[config.mk]
export PLATFORM = sky130hd
export DESIGN_NAME = hashed_timing_wheel_flat
export DESIGN_NICKNAME = d
export VERILOG_FILES = /design/src/design/htw_pkg.sv /design/src/design/htw_if.sv /design/src/design/htw_divider.sv /design/src/design/htw_cell.sv /design/src/design/hashed_timing_wheel.sv /design/src/flat_wrapper.sv
export SDC_FILE = /design/constraint.sdc
export NUM_CORES = 2
export LEC_CHECK = 0
export BUFFER_PORTS_ARGS = -buffer_cell sky130_fd_sc_hd__buf_2
export CAP_MARGIN = 25
export CELL_PAD_IN_SITES_DETAIL_PLACEMENT = 1
export CELL_PAD_IN_SITES_GLOBAL_PLACEMENT = 1
export CORE_MARGIN = 4
export CORE_UTILIZATION = 30
export CTS_CLUSTER_DIAMETER = 100
export DETAILED_ROUTE_END_ITERATION = 6
export PLACE_DENSITY = 0.53
export SYNTH_ARGS = -nofsm -noshare
export SYNTH_HDL_FRONTEND = slang
export SYNTH_HIERARCHICAL = 1
export SYNTH_SLANG_ARGS = --single-unit
[constraint.sdc]
create_clock -name clk -period 12 [get_ports clk]
set_input_delay 3 -clock clk [delete_from_list [all_inputs] [get_ports clk]]
set_output_delay 3 -clock clk [all_outputs]
set_load 0.02 [all_outputs]
[src/design/htw_pkg.sv]
// Package for the hashed timing wheel: widths, codes, cell and control types.
// Used by htw_cell, the top level and the testbench.
package htw_pkg;

  localparam int MaxTimersDef = 32;
  localparam int MaxSlotsDef  = 256;

  typedef enum logic [1:0] {
    KIND_ADD  = 2'd0,
    KIND_DEL  = 2'd1,
    KIND_TICK = 2'd2,
    KIND_NONE = 2'd3
  } kind_t;

  typedef enum logic [2:0] {
    ST_ADDED   = 3'd0,
    ST_NEG     = 3'd1,
    ST_FULL    = 3'd2,
    ST_DELETED = 3'd3,
    ST_UNUSED  = 3'd4,
    ST_EXPIRED = 3'd5,
    ST_DONE    = 3'd6
  } status_t;

  typedef enum logic [2:0] {
    FSM_IDLE,
    FSM_DIV1,
    FSM_DIV2,
    FSM_MOD,
    FSM_WRITE,
    FSM_SCAN,
    FSM_OUT
  } fsm_t;

  localparam logic CFG_TICK_INTERVAL = 1'b0;
  localparam logic CFG_SLOT_COUNT    = 1'b1;

  // One cell's command from the controller.
  typedef struct packed {
    logic       scan;     // step the scan: tick cells that match and shift token
    logic       start;    // load token into cell 0
    logic [7:0] scan_slot;
  } cell_ctl_t;

endpackage

[src/design/htw_if.sv]
// Valid/ready stream interfaces for the timing wheel channels.
// Depends on nothing.
interface htw_in_if;
  logic        valid;
  logic        ready;
  logic [1:0]  kind;
  logic [31:0] timeout;
  logic [4:0]  handle_in;
  modport source (output valid, kind, timeout, handle_in, input ready);
  modport sink   (input valid, kind, timeout, handle_in, output ready);
endinterface

interface htw_out_if;
  logic       valid;
  logic       ready;
  logic [2:0] status;
  logic [4:0] handle_out;
  logic [7:0] slot;
  logic       last;
  modport source (output valid, status, handle_out, slot, last, input ready);
  modport sink   (input valid, status, handle_out, slot, last, output ready);
endinterface

[src/design/htw_divider.sv]
// Restoring divider, one quotient bit per cycle.
// Depends on nothing but its own ports.
module htw_divider #(
  parameter int W = 32
) (
  input  logic         clk,
  input  logic         rst_n,
  input  logic         start,
  input  logic [W-1:0] dividend,
  input  logic [W-1:0] divisor,
  output logic         busy,
  output logic [W-1:0] quotient,
  output logic [W-1:0] remainder
);
  localparam int CW = $clog2(W + 1);
  logic [W-1:0] q_r, q_nxt, r_r, r_nxt, d_r, d_nxt;
  logic [CW-1:0] cnt_r, cnt_nxt;
  logic [W:0] trial;

  always_comb begin
    q_nxt = q_r; r_nxt = r_r; d_nxt = d_r; cnt_nxt = cnt_r;
    trial = {r_r, q_r[W-1]};
    if (start) begin
      q_nxt = dividend; r_nxt = '0; d_nxt = divisor; cnt_nxt = CW'(W);
    end else if (cnt_r != '0) begin
      if (trial >= {1'b0, d_r}) begin
        r_nxt = W'(trial - {1'b0, d_r});
        q_nxt = {q_r[W-2:0], 1'b1};
      end else begin
        r_nxt = trial[W-1:0];
        q_nxt = {q_r[W-2:0], 1'b0};
      end
      cnt_nxt = cnt_r - 1'b1;
    end
  end

  always_ff @(posedge clk) begin
    if (!rst_n) cnt_r <= '0;
    else cnt_r <= cnt_nxt;
    q_r <= q_nxt; r_r <= r_nxt; d_r <= d_nxt;
  end

  assign busy = (cnt_r != '0);
  assign quotient = q_r;
  assign remainder = r_r;
endmodule

[src/design/htw_cell.sv]
// One timer cell: valid bit, slot and rotation, plus a scan token stage.
// Depends on htw_pkg.
module htw_cell
  import htw_pkg::*;
(
  input  logic       clk,
  input  logic       rst_n,
  input  cell_ctl_t  ctl,
  input  logic       tok_in,
  output logic       tok_out,
  input  logic       wr_en,
  input  logic [7:0] wr_slot,
  input  logic [30:0] wr_rot,
  input  logic       del_en,
  output logic       valid,
  output logic       fire
);
  logic valid_r, valid_nxt, tok_r, tok_nxt;
  logic [7:0] slot_r;
  logic [30:0] rot_r, rot_nxt;
  logic hit;

  assign hit  = tok_r && valid_r && (slot_r == ctl.scan_slot);
  assign fire = hit && (rot_r == '0);

  always_comb begin
    valid_nxt = valid_r; rot_nxt = rot_r; tok_nxt = tok_r;
    if (ctl.scan) begin
      tok_nxt = tok_in;
      if (hit) begin
        if (rot_r != '0) rot_nxt = rot_r - 1'b1;
        else valid_nxt = 1'b0;
      end
    end
    if (wr_en) begin
      valid_nxt = 1'b1; rot_nxt = wr_rot;
    end
    if (del_en) valid_nxt = 1'b0;
  end

  always_ff @(posedge clk) begin
    if (!rst_n) begin
      valid_r <= 1'b0; tok_r <= 1'b0;
    end else begin
      valid_r <= valid_nxt; tok_r <= tok_nxt;
    end
    rot_r <= rot_nxt;
    if (wr_en) slot_r <= wr_slot;
  end

  assign tok_out = tok_r;
  assign valid = valid_r;
endmodule

[src/design/hashed_timing_wheel.sv]
// Top level of the hashed timing wheel with rotation counts.
// Depends on htw_pkg, htw_if, htw_divider and htw_cell.
//
// Usage:
//  in  : valid/ready transfer of {kind, timeout, handle_in}. kind 0 adds a
//        timer, 1 deletes a handle, 2 ticks the wheel, 3 is dropped.
//  out : valid/ready transfer of {status, handle_out, slot, last}; last marks
//        the final result of one input item.
//  cfg : write port, index 0 tick_interval, index 1 slot_count.
// Timers live in a row of MAX_TIMERS cells. A tick passes a one-hot token
// down the row, one cell per cycle; each cell hit by the token counts its
// rotation down or expires. An expiry halts the token until the result
// register has room, so expiries leave in ascending handle order.
// Delete and rejected add give a registered result; add runs three 32-step
// divisions in the shared divider (timeout by interval, ticks by slot count,
// then current slot plus remainder by slot count); a tick gives the done
// result once the token has left the row and the divider has wrapped the
// current slot. Expiries do not hold the scan while the receiver is ready.
// One item at a time: the input is ready only while idle with no result held.
// Reset: all timers invalid, current slot 0, interval 1, slot count 256.
// A stalled receiver holds the result register and halts the scan at an expiry.
module hashed_timing_wheel
  import htw_pkg::*;
#(
  parameter int MAX_TIMERS = MaxTimersDef,
  parameter int MAX_SLOTS  = MaxSlotsDef
) (
  input  logic        clk,
  input  logic        rst_n,
  htw_in_if.sink      in_ch,
  htw_out_if.source   out_ch,
  input  logic        cfg_we,
  input  logic        cfg_index,
  input  logic [15:0] cfg_data
);
  localparam int HW = (MAX_TIMERS > 1) ? $clog2(MAX_TIMERS) : 1;

  fsm_t state_r, state_nxt;
  logic [15:0] ival_r;
  logic [8:0]  scnt_r;
  logic [7:0]  cur_r, cur_nxt;
  logic [31:0] ticks_r, ticks_nxt, tout_r, tout_nxt;
  logic [HW-1:0] free_r, free_nxt;

  // result register
  logic ov_r, ov_nxt, olast_r, olast_nxt;
  logic [2:0] ost_r, ost_nxt;
  logic [4:0] oh_r, oh_nxt;
  logic [7:0] osl_r, osl_nxt;

  // effective slot count
  logic [8:0] neff;
  always_comb begin
    neff = scnt_r;
    if (neff == '0) neff = 9'd1;
    if (neff > 9'(MAX_SLOTS)) neff = 9'(MAX_SLOTS);
  end

  // divider
  logic dv_start, dv_busy;
  logic [31:0] dv_a, dv_b, dv_q, dv_r;
  htw_divider #(.W(32)) u_div (
    .clk, .rst_n, .start(dv_start), .dividend(dv_a), .divisor(dv_b),
    .busy(dv_busy), .quotient(dv_q), .remainder(dv_r));

  // cell row
  cell_ctl_t ctl;
  logic [MAX_TIMERS-1:0] tok, vld, fire, wr_en, del_en;
  logic [7:0]  wr_slot;
  logic [30:0] wr_rot;

  for (genvar g = 0; g < MAX_TIMERS; g++) begin : g_cell
    htw_cell u_cell (
      .clk, .rst_n, .ctl,
      .tok_in((g == 0) ? ctl.start : tok[(g == 0) ? 0 : g-1]),
      .tok_out(tok[g]), .wr_en(wr_en[g]), .wr_slot, .wr_rot,
      .del_en(del_en[g]), .valid(vld[g]), .fire(fire[g]));
  end

  // lowest free handle
  logic any_free;
  logic [HW-1:0] free_idx;
  always_comb begin
    any_free = 1'b0; free_idx = '0;
    for (int i = MAX_TIMERS - 1; i >= 0; i--) begin
      if (!vld[i]) begin
        any_free = 1'b1; free_idx = HW'(i);
      end
    end
  end

  // cell holding the token that fires
  logic any_fire;
  logic [HW-1:0] fire_idx;
  always_comb begin
    any_fire = 1'b0; fire_idx = '0;
    for (int i = 0; i < MAX_TIMERS; i++) begin
      if (fire[i]) begin
        any_fire = 1'b1; fire_idx = HW'(i);
      end
    end
  end

  logic in_fire, out_free;
  assign out_free = !ov_r || out_ch.ready;
  assign in_ch.ready = (state_r == FSM_IDLE) && !ov_r;
  assign in_fire = in_ch.valid && in_ch.ready;

  // current slot may sit at or above the count, so reduce the sum by division
  logic [8:0] slot_sum;
  assign slot_sum = {1'b0, cur_r} + dv_r[8:0];
  assign wr_slot = dv_r[7:0];
  assign wr_rot  = ticks_r[30:0];

  always_comb begin
    state_nxt = state_r; cur_nxt = cur_r; ticks_nxt = ticks_r;
    tout_nxt = tout_r; free_nxt = free_r;
    ov_nxt = ov_r && !out_ch.ready;
    ost_nxt = ost_r; oh_nxt = oh_r; osl_nxt = osl_r; olast_nxt = olast_r;
    dv_start = 1'b0; dv_a = tout_r;
    dv_b = (ival_r == '0) ? 32'd1 : {16'd0, ival_r};
    ctl.scan = 1'b0; ctl.start = 1'b0; ctl.scan_slot = cur_r;
    wr_en = '0; del_en = '0;
    case (state_r)
      FSM_IDLE: begin
        if (in_fire) begin
          tout_nxt = in_ch.timeout;
          free_nxt = free_idx;
          case (kind_t'(in_ch.kind))
            KIND_ADD: begin
              if (in_ch.timeout[31]) begin
                ov_nxt = 1'b1; ost_nxt = ST_NEG; oh_nxt = '0; osl_nxt = '0;
                olast_nxt = 1'b1;
              end else if (!any_free) begin
                ov_nxt = 1'b1; ost_nxt = ST_FULL; oh_nxt = '0; osl_nxt = '0;
                olast_nxt = 1'b1;
              end else begin
                dv_start = 1'b1; dv_a = in_ch.timeout;
                state_nxt = FSM_DIV1;
              end
            end
            KIND_DEL: begin
              ov_nxt = 1'b1; oh_nxt = in_ch.handle_in; osl_nxt = '0;
              olast_nxt = 1'b1; ost_nxt = ST_UNUSED;
              for (int i = 0; i < MAX_TIMERS; i++) begin
                if (in_ch.handle_in == 5'(i) && vld[i]) begin
                  ost_nxt = ST_DELETED; del_en[i] = 1'b1;
                end
              end
            end
            KIND_TICK: begin
              ctl.start = 1'b1; ctl.scan = 1'b1; state_nxt = FSM_SCAN;
              // wrap the next slot in the divider while the scan runs
              dv_start = 1'b1; dv_a = {23'd0, {1'b0, cur_r} + 9'd1};
              dv_b = {23'd0, neff};
            end
            default: ;
          endcase
        end
      end
      FSM_DIV1: begin
        if (!dv_busy) begin
          ticks_nxt = (dv_q == '0) ? 32'd1 : dv_q;
          state_nxt = FSM_DIV2;
        end
      end
      FSM_DIV2: begin
        dv_start = 1'b1; dv_a = ticks_r; dv_b = {23'd0, neff};
        state_nxt = FSM_MOD;
      end
      FSM_MOD: begin
        // keep the rotation in ticks_r, then reduce the slot sum
        if (!dv_busy) begin
          ticks_nxt = dv_q;
          dv_start = 1'b1; dv_a = {23'd0, slot_sum}; dv_b = {23'd0, neff};
          state_nxt = FSM_WRITE;
        end
      end
      FSM_WRITE: begin
        if (!dv_busy) begin
          for (int i = 0; i < MAX_TIMERS; i++)
            if (free_r == HW'(i)) wr_en[i] = 1'b1;
          ov_nxt = 1'b1; ost_nxt = ST_ADDED; oh_nxt = 5'(free_r);
          osl_nxt = wr_slot; olast_nxt = 1'b1;
          state_nxt = FSM_IDLE;
        end
      end
      FSM_SCAN: begin
        // hold the token on an expiry until the result register frees up
        if (!any_fire || out_free) begin
          ctl.scan = 1'b1;
          if (any_fire) begin
            ov_nxt = 1'b1; ost_nxt = ST_EXPIRED; oh_nxt = 5'(fire_idx);
            osl_nxt = cur_r; olast_nxt = 1'b0;
          end
          if (tok[MAX_TIMERS-1]) state_nxt = FSM_OUT;
        end
      end
      FSM_OUT: begin
        if (out_free && !dv_busy) begin
          ov_nxt = 1'b1; ost_nxt = ST_DONE; oh_nxt = '0; osl_nxt = cur_r;
          olast_nxt = 1'b1;
          cur_nxt = dv_r[7:0];
          state_nxt = FSM_IDLE;
        end
      end
      default: state_nxt = FSM_IDLE;
    endcase
  end

  always_ff @(posedge clk) begin
    if (!rst_n) begin
      state_r <= FSM_IDLE; cur_r <= '0; ival_r <= 16'd1; scnt_r <= 9'd256;
      ov_r <= 1'b0;
    end else begin
      state_r <= state_nxt; cur_r <= cur_nxt; ov_r <= ov_nxt;
      if (cfg_we && cfg_index == CFG_TICK_INTERVAL) ival_r <= cfg_data;
      if (cfg_we && cfg_index == CFG_SLOT_COUNT) scnt_r <= cfg_data[8:0];
    end
    ticks_r <= ticks_nxt; tout_r <= tout_nxt; free_r <= free_nxt;
    ost_r <= ost_nxt; oh_r <= oh_nxt; osl_r <= osl_nxt; olast_r <= olast_nxt;
  end

  assign out_ch.valid = ov_r;
  assign out_ch.status = ost_r;
  assign out_ch.handle_out = oh_r;
  assign out_ch.slot = osl_r;
  assign out_ch.last = olast_r;

  // at most one cell holds the scan token
  a_tok_onehot: assert property (@(posedge clk) disable iff (!rst_n)
    $onehot0(tok)) else $error("scan token not one-hot");
  // no new item is taken while a result waits
  a_no_accept_busy: assert property (@(posedge clk) disable iff (!rst_n)
    in_fire |-> !ov_r) else $error("item taken with result pending");
  // a stalled result holds
  a_hold: assert property (@(posedge clk) disable iff (!rst_n)
    ov_r && !out_ch.ready |=> ov_r && $stable(ost_r) && $stable(oh_r))
    else $error("stalled result changed");
endmodule

[src/flat_wrapper.sv]
// flat-port wrapper written by rule: the top's interface ports become plain ports
module hashed_timing_wheel_flat import htw_pkg::*;
#(
  parameter int MAX_TIMERS = MaxTimersDef,
  parameter int MAX_SLOTS  = MaxSlotsDef
)
  (clk, rst_n, cfg_we, cfg_index, cfg_data, in_ch_valid, in_ch_kind, in_ch_timeout, in_ch_handle_in, in_ch_ready, out_ch_valid, out_ch_status, out_ch_handle_out, out_ch_slot, out_ch_last, out_ch_ready);
  htw_in_if in_ch_i ();
  htw_out_if out_ch_i ();
  input  logic clk;
  input  logic rst_n;
  input  logic cfg_we;
  input  logic cfg_index;
  input  logic [15:0] cfg_data;
  input wire logic [$bits(in_ch_i.valid)-1:0] in_ch_valid;
  input wire logic [$bits(in_ch_i.kind)-1:0] in_ch_kind;
  input wire logic [$bits(in_ch_i.timeout)-1:0] in_ch_timeout;
  input wire logic [$bits(in_ch_i.handle_in)-1:0] in_ch_handle_in;
  output wire logic [$bits(in_ch_i.ready)-1:0] in_ch_ready;
  output wire logic [$bits(out_ch_i.valid)-1:0] out_ch_valid;
  output wire logic [$bits(out_ch_i.status)-1:0] out_ch_status;
  output wire logic [$bits(out_ch_i.handle_out)-1:0] out_ch_handle_out;
  output wire logic [$bits(out_ch_i.slot)-1:0] out_ch_slot;
  output wire logic [$bits(out_ch_i.last)-1:0] out_ch_last;
  input wire logic [$bits(out_ch_i.ready)-1:0] out_ch_ready;
  assign in_ch_i.valid = in_ch_valid;
  assign in_ch_i.kind = in_ch_kind;
  assign in_ch_i.timeout = in_ch_timeout;
  assign in_ch_i.handle_in = in_ch_handle_in;
  assign in_ch_ready = in_ch_i.ready;
  assign out_ch_valid = out_ch_i.valid;
  assign out_ch_status = out_ch_i.status;
  assign out_ch_handle_out = out_ch_i.handle_out;
  assign out_ch_slot = out_ch_i.slot;
  assign out_ch_last = out_ch_i.last;
  assign out_ch_i.ready = out_ch_ready;
  hashed_timing_wheel #(.MAX_TIMERS(MAX_TIMERS), .MAX_SLOTS(MAX_SLOTS)) u_core (.clk(clk), .rst_n(rst_n), .in_ch(in_ch_i), .out_ch(out_ch_i), .cfg_we(cfg_we), .cfg_index(cfg_index), .cfg_data(cfg_data));
endmodule
==> impl_metrics.ini <==
[run_status]
outcome = finished, final reports clean

[drt]
drt-vias-per-instance = 5.756
vias = 75930
drc = 0
routed.top_layer = met5
drt_wl_total_mm = 345.5
antenna_left = 0
routed-wl-met2_mm = 159.8
wl_met1_mm = 159.8
wl_per_cell_um = 26.19
drt-pass1-iter-count = 5
initialDrtViolationCount = 6223
met3_length_mm = 14.94

[layout]
fill_cells = 33340
design_area_mm2 = 0.1016
areaGrowthSynthToFinish_pct = 13.22
nets = 9231
instances_no_fill = 13190
fin_util_pct = 34.18
drive_above_1_share_pct = 10.86

[synth]
synth-compound-area-share_pct = 14.32
ys_seq_elements = 1537
ys_seq_area_share_pct = 49.88
yosysUniqueCellTypes = 96
synth_largest_area_cell = edfxtp_1
synth.top_cell.area_share_pct = 46.78
synth-simple-area-share_pct = 24.55
muxShareOfSynthArea_pct = 1.083
synth_top_family_by_area = simple AND/OR/NAND/NOR gates
ys_warn_count = 6
ys.flop_type = edfxtp_1
synth.area.top_cells = edfxtp_1 47%, nand2_1 3.8%, nor2_1 3.5%
synth_common_cells = 1398 x edfxtp_1, 907 x nand2_1, 834 x nor2_1, 615 x o21ai_0
yosys.area_share.adder_pct = 1.076
synth.avg_cell_area_um2 = 9.903
synthXorXnorAreaFrac_pct = 6.148
yosysMostFrequentCell = edfxtp_1
syn_inst = 9063
mappedNetlistArea_mm2 = 0.08975
ys_async_sr_fraction_pct = 0
synth-edff-count = 1398

[sta]
min_period_ns = 6.551
hold_viol_final = 0
setup_viol = 0
slew_violations = 0
worst_hold_slack_ns = 0.4792
fin_skew_ns = 0.04926
fin_crit_sh_pct = 54.60
setup_slack_ns = 5.449
worst_slew_pin_slew_ns = 1.092
rsz0062_at_grt = no
tns_ns = 0
fmax_ghz = 0.1526
slew-limit-headroom_pct = 27.19

[die]
fp.coreArea_mm2 = 0.2973
die-height_um = 555.0
rows = 200
die_w_um = 555.0
die_area_mm2 = 0.3080
io_pins = 80
start_util_pct = 30.19

[place]
place_congestion = 0.8409
dp_slack_ns = 5.086
dp_hpwl_mm = 218.1
portBuffers = 79
place_area_mm2 = 0.09524
dp_cells = 12820

[critical_path]
worstRegToRegCells = 15
path_cells = buf_4, xor2_1, nor4_1, nand3_1, nor2_1, nor4_1, nand4_1, or4_1, nand2_1, nand2_1, nand2_4, buf_4, nand4_1, o21ai_2, buf_4
worstPathMaxFanout = 37
critPathCaptureType = flip-flop
critical_path.max_stage_delay_ns = 0.79
cpMostUsedCell = buf_4
r2r-end = u_core/g_cell[7].u_cell/rot_r[5]$_DFFE_PP_
start_kind = flip-flop
r2r_setup_slack_ns = 5.45
endpoint = u_core/g_cell[7].u_cell/rot_r[5]$_DFFE_PP_
r2r_start = u_core/cur_r[0]$_SDFFE_PN0P_
critPathKind = flip-flop to flip-flop
worst_ep_arrival_time_ns = 7.03
critical_path_required_ns = 12.48
cp-startpoint = u_core/cur_r[0]$_SDFFE_PN0P_
slowest_stage = dfxtp_2

[min_path]
min_path_type = flip-flop to flip-flop

[flow_run]
maxCapViolations = 0

[cts]
clockBufferDepth = 4
numCtsBuffers = 197
cts_tree = built
ctsRootBufferMaster = clkbuf_16
clk_latency_ns = 0.87
cts-resized-gates = 0
hold_buffers = 0
cts.sinks = 1537
path_clk_slew_ns = 0.06
h-tree-depth = 4
post_cts_buffers = 0

[power_and_ir_drop]
power.leakage_nw = 30.31
report.power.total_mw = 14.53
irDropWorstVdd_mv = 0.1189
pwr_density_cell_mw_per_mm2 = 143.0

[global_routing]
grt_pass1_vias = 75540
antenna_found_initial = 31
grt_pass1_wl_mm = 509.5
grt_start_max_net_pins = 52
globalRouteOverflowTotal = 0
grt_usage_pct = 21.59
per-layer routing:
| layer | GRT usage [%] | up-vias |
|---|---|---|
| met3 | 2.161 | 429 |
| met4 | 6.356 | 2 |
| met1 | 30.16 | 38740 |
| li1 | - | 35080 |
| met2 | 35.36 | 1687 |
| met5 | 0 | - |
cell type report:
cell class / count / area [um^2] / area share, %
Antenna cell: 12 / 30.03 / 0.02955
Inverter: 225 / 845.8 / 0.8324
Tap cell: 3939 / 4928 / 4.850
Timing Repair Buffer: 272 / 2069 / 2.037
Multi-Input combinational cell: 6861 / 42790 / 42.11
Sequential cell: 1537 / 44800 / 44.09
Clock inverter: 87 / 787.0 / 0.7745
Clock buffer: 259 / 5358 / 5.273
registers in the layout, summed over array words and instances, names as in the netlist, 16 cells and up:
signal	cells
u_core/g_cell.u_cell/rot_r	992
u_core/g_cell.u_cell/slot_r	256
u_core/g_cell.u_cell/tok_out	32
u_core/g_cell.u_cell/valid	32
u_core/ival_r	16
u_core/ticks_r	32
u_core/tout_r	32
u_core/u_div/d_r	32
u_core/u_div/quotient	32
u_core/u_div/remainder	32
kinds of logic after synthesis:
group / Yosys count
compound gates: 1955
xor+xnor: 630
fa+ha+maj: 76
simple gates: 4091
buf+inv: 680
mux: 93
other cells: 1
flops: 1537
cells in the final DEF, fill, tap and decap left out, drive strengths merged, types with 38 or more instances in the layout:
cell type,count
nor4,321
nor3,282
dfxtp,139
edfxtp,1398
xnor2,293
o311ai,75
nor2b,66
clkbuf,259
inv,223
o41ai,79
buf,272
nor2,834
nand4,265
or3,249
nand2b,48
or4,440
a31oi,384
a21oi,139
o21ai,620
o211ai,96
nor3b,38
or2,135
a21o,59
ha,74
o31ai,262
xor2,337
nand3,315
mux2i,60
nand2,926
clkinv,69
how the worst min path moves through the flow:
stage,start,to,cells after the start
2_1_floorplan,u_core/u_div/remainder[26]$_SDFFE_PP0P_,u_core/u_div/remainder[26]$_SDFFE_PP0P_,2
3_3_place_gp,u_core/u_div/remainder[26]$_SDFFE_PP0P_,u_core/u_div/remainder[26]$_SDFFE_PP0P_,2
3_5_place_dp,u_core/ival_r[5]$_SDFFE_PN0P_,u_core/ival_r[5]$_SDFFE_PN0P_,2
4_1_cts,u_core/ival_r[5]$_SDFFE_PN0P_,u_core/ival_r[5]$_SDFFE_PN0P_,2
5_1_grt,u_core/scnt_r[5]$_SDFFE_PN0P_,u_core/scnt_r[5]$_SDFFE_PN0P_,2
6_report,u_core/ival_r[5]$_SDFFE_PN0P_,u_core/ival_r[5]$_SDFFE_PN0P_,2
worst max-delay path, delay by kind of cell (launching register included):
family / cells / cell delay (ns)
and+or+nand+nor: 10 / 3.21
buffers and inverters: 3 / 1.62
DFF: 1 / 0.79
AOI/OAI and AO/OA: 1 / 0.26
xor gates and xnor gates: 1 / 0.21
where the power goes:
group | switching [mW] | internal (mW)
Sequential | 0.182 | 6.18
Clock | 2.45 | 3.40
Combinational | 1.65 | 0.664
Total | 4.28 | 10.2
(Power assumes the default switching activity.)
